**src/hdl/sle_pkg.sv**
```systemverilog
`default_nettype none
// ----------------------------------------------------------------------------
// sle_pkg: shared codes for the sorted list engine
// Opcodes and result status codes.
// ----------------------------------------------------------------------------
package sle_pkg;

    localparam logic [1:0] OP_INSERT = 2'd0;
    localparam logic [1:0] OP_SEARCH = 2'd1;
    localparam logic [1:0] OP_DELETE = 2'd2;
    localparam logic [1:0] OP_SPARE  = 2'd3;  // unused, treated as search

    localparam logic [1:0] ST_DONE    = 2'd0;
    localparam logic [1:0] ST_MISSING = 2'd1;
    localparam logic [1:0] ST_FULL    = 2'd2;

    // one-hot sequencer states
    typedef enum logic [3:0] {
        S_IDLE  = 4'b0001,
        S_SCAN  = 4'b0010,
        S_SHIFT = 4'b0100,
        S_OUT   = 4'b1000
    } t_state;

endpackage : sle_pkg
`default_nettype wire

```
**src/hdl/sorted_list_engine.sv**
```systemverilog
`default_nettype none
// Sequence: every request first scans the stored entries, one entry per cycle, for the
//   insert position and the first equal entry; an accepted insert then shifts the entries
//   from its position up, a found delete shifts those above the hit down, before the result.
// Flow: one request in flight; the next is taken in the cycle after the result
//   is registered, and a result waiting in the output register does not block it.
// Reset: synchronous, active low; clears occupancy, control and output valid.
// ----------------------------------------------------------------------------
// sorted_list_engine: ordered store of signed 32-bit keys
// Insert, search and delete over a memory kept in ascending order.
// ----------------------------------------------------------------------------
module sorted_list_engine #(
    parameter int DEPTH = 16
) (
    input  wire         i_clk,
    input  wire         i_rst_n,
    input  wire         s_axis_tvalid,
    output logic        s_axis_tready,
    input  wire  [31:0] s_axis_tdata,  // [31:0] value
    input  wire  [1:0]  s_axis_tuser,  // [1:0] opcode
    output logic        m_axis_tvalid,
    input  wire         m_axis_tready,
    output logic [7:0]  m_axis_tdata   // [1:0] status, [2] found, [7:3] entry_count
);

    localparam int AW = (DEPTH > 1) ? $clog2(DEPTH) : 1;
    localparam int CW = $clog2(DEPTH + 1);

    // storage
    logic signed [31:0] mem [DEPTH];
    logic signed [31:0] r_rdata;
    logic [AW-1:0]      rd_addr;
    logic               we;
    logic [AW-1:0]      wr_addr;
    logic signed [31:0] wr_data;

    always_ff @(posedge i_clk) begin
        if (we) begin
            mem[wr_addr] <= wr_data;
        end
        r_rdata <= mem[rd_addr];
    end

    sle_pkg::t_state    r_state, n_state;
    logic [CW-1:0]      r_count, n_count;
    logic [CW-1:0]      r_idx, n_idx;      // address issued
    logic               r_rv, n_rv;        // r_rdata valid for r_pidx
    logic [CW-1:0]      r_pidx, n_pidx;    // address of r_rdata
    logic [1:0]         r_op, n_op;
    logic signed [31:0] r_key, n_key;
    logic               r_found, n_found;
    logic               r_posok, n_posok;  // insert position found
    logic [CW-1:0]      r_pos, n_pos;      // insert position
    logic [CW-1:0]      r_hit, n_hit;      // first equal position
    logic signed [31:0] r_carry, n_carry;  // entry moved by insert shift
    logic [1:0]         r_st, n_st;
    logic [7:0]         r_res, n_res;
    logic               r_ovalid;          // output register holds a result
    logic [7:0]         r_out;
    logic               out_load;

    // hand the finished result to the output register when it is free or its result is taken
    assign out_load      = (r_state == sle_pkg::S_OUT) && (!r_ovalid || m_axis_tready);
    assign s_axis_tready = (r_state == sle_pkg::S_IDLE);
    assign m_axis_tvalid = r_ovalid;
    assign m_axis_tdata  = r_out;

    always_comb begin
        n_state = r_state;
        n_count = r_count;
        n_idx   = r_idx;
        n_rv    = 1'b0;
        n_pidx  = r_idx;
        n_op    = r_op;
        n_key   = r_key;
        n_found = r_found;
        n_posok = r_posok;
        n_pos   = r_pos;
        n_hit   = r_hit;
        n_carry = r_carry;
        n_st    = r_st;
        n_res   = r_res;
        rd_addr = r_idx[AW-1:0];
        we      = 1'b0;
        wr_addr = r_idx[AW-1:0];
        wr_data = r_key;
        case (r_state)
            sle_pkg::S_IDLE: begin
                if (s_axis_tvalid) begin
                    n_op    = s_axis_tuser;
                    n_key   = s_axis_tdata;
                    n_found = 1'b0;
                    n_posok = 1'b0;
                    n_pos   = r_count;
                    n_hit   = r_count;
                    n_idx   = '0;
                    n_state = sle_pkg::S_SCAN;
                end
            end
            sle_pkg::S_SCAN: begin
                // issue next read, examine previous
                if (r_idx < r_count) begin
                    n_idx = r_idx + 1'b1;
                    n_rv  = 1'b1;
                end
                if (r_rv) begin
                    if (!r_posok && !(r_rdata < r_key)) begin
                        n_posok = 1'b1;
                        n_pos   = r_pidx;
                    end
                    if (!r_found && r_rdata == r_key) begin
                        n_found = 1'b1;
                        n_hit   = r_pidx;
                    end
                end
                if (!r_rv && r_idx >= r_count) begin
                    // scan over; decide
                    n_st = r_found ? sle_pkg::ST_DONE : sle_pkg::ST_MISSING;
                    n_state = sle_pkg::S_OUT;
                    if (r_op == sle_pkg::OP_INSERT) begin
                        n_st = sle_pkg::ST_DONE;
                        if (r_count >= CW'(DEPTH)) begin
                            n_st = sle_pkg::ST_FULL;
                        end else begin
                            n_idx   = r_pos;
                            n_carry = r_key;
                            n_count = r_count + 1'b1;
                            n_state = sle_pkg::S_SHIFT;
                            rd_addr = r_pos[AW-1:0];
                        end
                    end else if (r_op == sle_pkg::OP_DELETE && r_found) begin
                        n_idx   = r_hit;
                        n_count = r_count - 1'b1;
                        n_state = sle_pkg::S_SHIFT;
                        rd_addr = AW'(r_hit + 1'b1);
                    end
                    n_res = {5'(n_count), r_found, n_st};
                end
            end
            sle_pkg::S_SHIFT: begin
                // one entry moved per cycle; rdata holds old entry at r_idx (insert)
                // or at r_idx+1 (delete)
                if (r_op == sle_pkg::OP_INSERT) begin
                    we      = 1'b1;
                    wr_addr = r_idx[AW-1:0];
                    wr_data = r_carry;
                    n_carry = r_rdata;
                    n_idx   = r_idx + 1'b1;
                    rd_addr = AW'(r_idx + 1'b1);
                    if (r_idx + 1'b1 >= r_count) n_state = sle_pkg::S_OUT;
                end else begin
                    if (r_idx + 1'b1 >= CW'(r_count + 1'b1)) begin
                        n_state = sle_pkg::S_OUT;
                    end else begin
                        we      = 1'b1;
                        wr_addr = r_idx[AW-1:0];
                        wr_data = r_rdata;
                        n_idx   = r_idx + 1'b1;
                        rd_addr = AW'(r_idx + 2'd2);
                    end
                end
                n_res = {5'(r_count), r_found, r_st};
            end
            sle_pkg::S_OUT: begin
                if (out_load) n_state = sle_pkg::S_IDLE;
            end
            default: n_state = sle_pkg::S_IDLE;
        endcase
    end

    always_ff @(posedge i_clk) begin
        if (!i_rst_n) begin
            r_state <= sle_pkg::S_IDLE;
            r_count <= '0;
            r_rv    <= 1'b0;
        end else begin
            r_state <= n_state;
            r_count <= n_count;
            r_rv    <= n_rv;
        end
        r_idx   <= n_idx;
        r_pidx  <= n_pidx;
        r_op    <= n_op;
        r_key   <= n_key;
        r_found <= n_found;
        r_posok <= n_posok;
        r_pos   <= n_pos;
        r_hit   <= n_hit;
        r_carry <= n_carry;
        r_st    <= n_st;
        r_res   <= n_res;
    end

    // output register
    always_ff @(posedge i_clk) begin
        if (!i_rst_n) begin
            r_ovalid <= 1'b0;
        end else if (out_load) begin
            r_ovalid <= 1'b1;
        end else if (m_axis_tready) begin
            r_ovalid <= 1'b0;
        end
        if (out_load) begin
            r_out <= r_res;
        end
    end

endmodule : sorted_list_engine
`default_nettype wire

```
**config.mk**
```make
export PLATFORM = sky130hd
export DESIGN_NAME = sorted_list_engine
export DESIGN_NICKNAME = d
export VERILOG_FILES = /design/src/hdl/sle_pkg.sv /design/src/hdl/sorted_list_engine.sv
export SDC_FILE = /design/constraint.sdc
export NUM_CORES = 1
export LEC_CHECK = 0
export BUFFER_PORTS_ARGS = -buffer_cell sky130_fd_sc_hd__buf_2
export CORE_MARGIN = 3
export CORE_UTILIZATION = 43
export CTS_CLUSTER_DIAMETER = 100
export DETAILED_ROUTE_END_ITERATION = 12
export PLACE_DENSITY = 0.63
export SLEW_MARGIN = 20
export SYNTH_ARGS = -nofsm -noshare
export SYNTH_HDL_FRONTEND = slang
export SYNTH_SLANG_ARGS = --single-unit
```
**constraint.sdc**
```tcl
create_clock -name i_clk -period 10.3 [get_ports i_clk]
set_clock_uncertainty 0.05 [all_clocks]
set_input_delay 1.545 -clock i_clk [delete_from_list [all_inputs] [get_ports i_clk]]
set_output_delay 1.545 -clock i_clk [all_outputs]
set_load 0.01 [all_outputs]
```
Word level (Yosys, flattened, before mapping) --
Memory sizes are Yosys's and may differ from the RTL's. A register that Yosys moved wholly into a read port is not among the register bits. Index checks and enable logic that the tools add are counted.
Word-level totals: input port bits 38, ROM bits 0, flip-flop bits (word level) 117, memories 1, word-level logic and storage cells 135, bits in latches 0, bits in writable memories 512
Memory list:
- mem | words 16, bits a word 32, rd ports 1, clocked after Yosys merged registers in 1, wr ports 1, RTL line sorted_list_engine.sv:30 | logic signed [31:0] mem [DEPTH];
Cells by class: bitwise gates (word level) 0, equality and inequality tests 18, reduce and logical (&&, ||, !) cells 25, div/mod/pow operators 0, add/subtract/negate cells 5, $lt $le $gt $ge 6, $mul 0, shift-type cells 0, multiplexer cells 64
Operators by type and width (count):
- 2-to-1 mux 32 bit | 7
- 2-to-1 mux 5 bit | 16
- case mux 32 bit (2 select lines) | 1
- 2-to-1 mux 4 bit | 15
- == test 32 bit | 1
- less-than comparator 32 bit | 1
- case mux 5 bit (2 select lines) | 2
- != test 2 bit, second input constant | 9
- case mux 4 bit (4 select lines) | 1
- case mux 8 bit (2 select lines) | 1
- >= comparator 5 bit | 3
- case mux 5 bit (3 select lines) | 1
- 2-to-1 mux 1 bit | 14
- adder 5 x 1 -> 5 bit, second input constant | 2
- AND reduction 5 bit | 2
- != test 3 bit, second input constant | 3
- 2-to-1 mux 8 bit | 1
- case mux 4 bit (2 select lines) | 1
- AND reduction 2 bit | 4
- AND reduction 4 bit | 2
- nonzero test 2 bit | 3
- >= comparator 5 bit, second input constant | 1
- logical AND 1 bit | 5
- logical NOT 1 bit | 5
- 15 further kinds | 17

Logic depth before layout (Yosys ltp) --
depth in word-level cells 7, mapped depth 15

Worst setup path before layout --
Ideal clock, no wire load.
kind register to register, start reg r_idx[0], in the netlist n_pidx[0], end mem mem[3][0], enable pin, cell stages (with the launch flop) 11, data arrival time 5.660 ns, setup time 0.513 ns, setup slack 4.077 ns, cells stage by stage edfxtp_1 -> clkbuf_1 -> inv_1 -> ha_1 -> ha_1 -> a211oi_2 -> o31ai_4 -> nand2_1 -> nand2_1 -> clkbuf_1 -> nor4b_1
Between the ends: word-level cells in the longest chain between the ends 7
Ends and longest elaborated chain:
- from (decl) | RTL line sorted_list_engine.sv:46 | logic [CW-1:0] r_idx, n_idx;
- from (signal assigned) | RTL line sorted_list_engine.sv:181 | r_idx <= n_idx;
- adder 5 x 1 -> 5 bit | RTL line sorted_list_engine.sv:152 | if (r_idx + 1'b1 >= CW'(r_count + 1'b1)) begin
- >= comparator 5 bit | RTL line sorted_list_engine.sv:152
- 2-to-1 mux 1 bit | RTL line sorted_list_engine.sv:152
- 2-to-1 mux 1 bit | RTL line sorted_list_engine.sv:143 | if (r_op == sle_pkg::OP_INSERT) begin
- 2-to-1 mux 1 bit | RTL line sorted_list_engine.sv:87 | case (r_state)
- 2-to-1 mux 1 bit | RTL line sorted_list_engine.sv:38 | if (we) begin
- 2-to-1 mux 1 bit (implied by the code) | RTL line sorted_list_engine.sv:39 | mem[wr_addr] <= wr_data;
- to (decl) | RTL line sorted_list_engine.sv:30
Several ways; a longest one is shown, not always the timed one.

Worst setup path after layout --
start reg r_count[4], end reg r_rdata[23] (read register of mem)
Between the ends: word-level cells in the longest chain between the ends 5
Ends and longest elaborated chain:
- from (decl) | RTL line sorted_list_engine.sv:45 | logic [CW-1:0] r_count, n_count;
- from (signal assigned) | RTL line sorted_list_engine.sv:178 | r_count <= n_count;
- adder 5 x 1 -> 5 bit or >= comparator 5 bit (tied branches) | RTL line sorted_list_engine.sv:152, sorted_list_engine.sv:122
- >= comparator 5 bit or 2-to-1 mux 4 bit (tied branches) | RTL line sorted_list_engine.sv:152, sorted_list_engine.sv:122
- 2-to-1 mux 4 bit (on tied branches) | RTL line sorted_list_engine.sv:152, sorted_list_engine.sv:120
- 2-to-1 mux 4 bit (on tied branches) | RTL line sorted_list_engine.sv:143, sorted_list_engine.sv:116
- case mux 4 bit (2 select lines) * | RTL line sorted_list_engine.sv:87
- to (decl) | RTL line sorted_list_engine.sv:31 | logic signed [31:0] r_rdata;
Mark *: on every way between the ends. The rest lies on a longest branch, timed or not. A chain may end at the register's enable or synchronous reset.

==> impl_metrics.yaml <==
status:
  status: "finished, final reports clean"
pwr:
  peakVddDrop_v: 0.0001196
  p_leak_uw: 0.01074
  power_density_mw_per_mm2: 237.8
clocking:
  clk_pin_slew_worst_paths_ns: 0.06
  cts_hold_buf: 0
  cts_buffers: 71
  cts-root-buf: "clkbuf_16"
  clk_path_buf_depth: 3
  ctsResizeCount: 0
  htree_levels: 3
  post_cts.repair.setup_buffers: 0
  cts_tree: "built"
  clock-sinks: 661
  clock_latency_ns: 0.61
min_path:
  hold_path.class: "reg2reg"
global_routing:
  antenna_found_initial: 0
  grt.overflow.total: 0
  grt_use_total: 0.1956
  grt_pass1_wl_microns: 99080
  grt_max_degree: 180
  grt_pass1_vias: 15840
routing:
  drt_iter0_drc: 1647
  viasPerCell: 5.715
  drc: 0
  vias: 16290
  wl_per_cell_microns: 23.31
  final_antenna_net_count: 0
  postRouteWirelength_microns: 66450
  firstDrtPassIters: 5
timing:
  slew_headroom: 0.2491
  finalCriticalPeriod_ns: 5.217
  period_share: 0.5065
  final_hold_viol_count: 0
  grt_setup_unrepaired: "no"
  hold_slack_ns: 0.3636
  fmax_mhz: 191.7
  tightest_slew_ns: 1.126
  tns_ns: 0
  slew_viol_final: 0
  setup_viol: 0
synth:
  synth.area.top_cells: "edfxtp_1 66%, mux2i_1 4.6%, dfxtp_1 3.5%"
  yosysWarnings: 0
  ys.flop_type: "edfxtp_1"
  synth_xor_area_frac: 0.005648
  ys_seq_area_frac: 0.6994
  synth_top_family_by_area: "compound AO/OA/AOI/OAI gates"
  synth_mux_area_frac: 0.07270
  synth_fa_ha_area_frac: 0.02485
  syn_area_sq_mm: 0.02769
  synth_top_area_frac: 0.6647
  async_flop_share: 0
  syn_area_per_cell_sq_um: 14.77
  yosys.cell_types.count: 76
  synth_edf_count: 613
  synth_top_area_cell: "edfxtp_1"
  synth-seq-cells: 661
  synth_cells: 1875
  syn-num-nets: 1968
  synth_compound_area_frac: 0.1040
  yosys.area_share.simple: 0.06384
layout:
  layout_commonest_cell: "edfxtp_1"
  final_area_sq_mm: 0.03137
  layout_common_cells: "613 x edfxtp_1, 198 x nand2_1, 128 x mux2i_1, 75 x clkbuf_16, 71 x o22ai_1"
  drive_above_1_share: 0.1662
  n_fill_cell: 5287
  antennaDiodeCount: 0
  final_nets: 2039
  utilization: 0.4947
  syn_to_final_growth_pct: 13.29
critical_path:
  crit_type: "reg2reg"
  crit_required_ns: 10.80
  path_cells: "inv_1 > ha_1 > nand4_1 > o21ba_1 > o22ai_1 > nand2_2 > o21ai_4 > buf_12 > mux2_2 > o22ai_1 > a221o_1"
  path_common_cell: "o22ai_1"
  worstPathMaxFanout: 179
  arrival_ns: 5.71
  crit_path_end_kind: "register"
  cp_slowest_stage_delay_ns: 0.83
  crit_slowest_cell: "o22ai_1"
  crit_path_start_kind: "register"
placed_design:
  io_buffers: 47
  dpl_cell_area_sq_mm: 0.02880
  hpwl_microns: 35770
  gp_congestion: 0.8116
die:
  die_y_microns: 259.8
  start_util: 0.4366
  die-area_sq_mm: 0.06748
  core-area_sq_mm: 0.06343
  dieWidth_microns: 259.8
  row_count: 92
  io-pin-count: 48
job:
  cap_violations: 0
[final cells by class]
class,instances,area (sq um),share of cell area
sequential,661,19370,0.6173
multi-input combinational,1051,7632,0.2433
clock buffer,94,2028,0.06465
tap,846,1059,0.03374
timing repair buffer,111,725.7,0.02313
clock inverter,37,372.9,0.01188
inverter,50,187.7,0.005982
[sequential cells by signal, summed over array words and instances (netlist names), 4 cells and up]
signal / count
r_res: 8
r_carry: 32
mem: 512
r_count: 5
r_hit: 5
r_rdata: 32
r_pidx: 5
r_state: 4
m_axis_tdata: 8
r_key: 32
n_pidx: 5
r_pos: 5
[synth_stat cells (12+ instances only)]
master	count
and2_1	32
inv_1	48
mux2_2	62
edfxtp_1	613
a31oi_1	65
o21ai_0	67
o22ai_1	71
clkbuf_1	54
buf_2	35
nor2_1	33
ha_1	55
a22oi_1	35
xnor2_1	12
and2_0	35
a221o_1	33
dfxtp_1	48
mux2i_1	128
nand2_1	201
a21oi_1	28
a211oi_1	70
[through the flow]
step / total power [uW] / setup slack [ns] / cells
4_1_cts: 7487 / 5.149 / 2825
5_1_grt: 7776 / 4.793 / 2850
2_1_floorplan: 4477 / 4.077 / 1875
6_report: 7460 / 5.083 / 2850
3_3_place_gp: 4867 / 5.183 / 2693
3_5_place_dp: 4904 / 5.183 / 2694
[critical path: cells and delay by family (launching register included)]
family          cells  cell delay, ns
fa+ha+maj           1            0.41
flops               1            0.64
simple gates        2            0.55
mux                 1            0.43
buf+inv             2            0.86
compound gates      5            1.99
[per-layer routing]
metal  vias up  global-route usage  routed length (microns)
met4         0             0.05730                     1695
met1      8173              0.2653                    28600
li1       7418                   -                        -
met5         -                   0                        0
met2       587              0.3255                    32130
met3       111             0.03145                     4028
[report_power, final]
group	leakage (uW)	switching [uW]	internal [uW]
combinational	0.00362	994	618
clock	0.00118	1040	1540
sequential	0.00594	111	3160
total	0.0107	2140	5320
[final timing paths]
kind	startpoint	endpoint	slack, ns	depth (start not counted)
setup / recovery	r_count[4]	r_rdata[23]	5.08	11
hold / removal	r_res[4]	m_axis_tdata[4]	0.36	0
setup reg to reg	r_count[4]	r_rdata[23]	5.08	11
hold reg to reg	r_res[4]	m_axis_tdata[4]	0.36	0
[cells by family (layout without fill, tap and decap cells)]
group           Yosys count  after routing
compound gates          414            414
xor+xnor                 17             17
fa+ha+maj                55             55
buf+inv                 163            292
flops                   661            661
mux                     193            193
simple gates            372            372
Note: power is estimated with default switching activity, not from simulation.
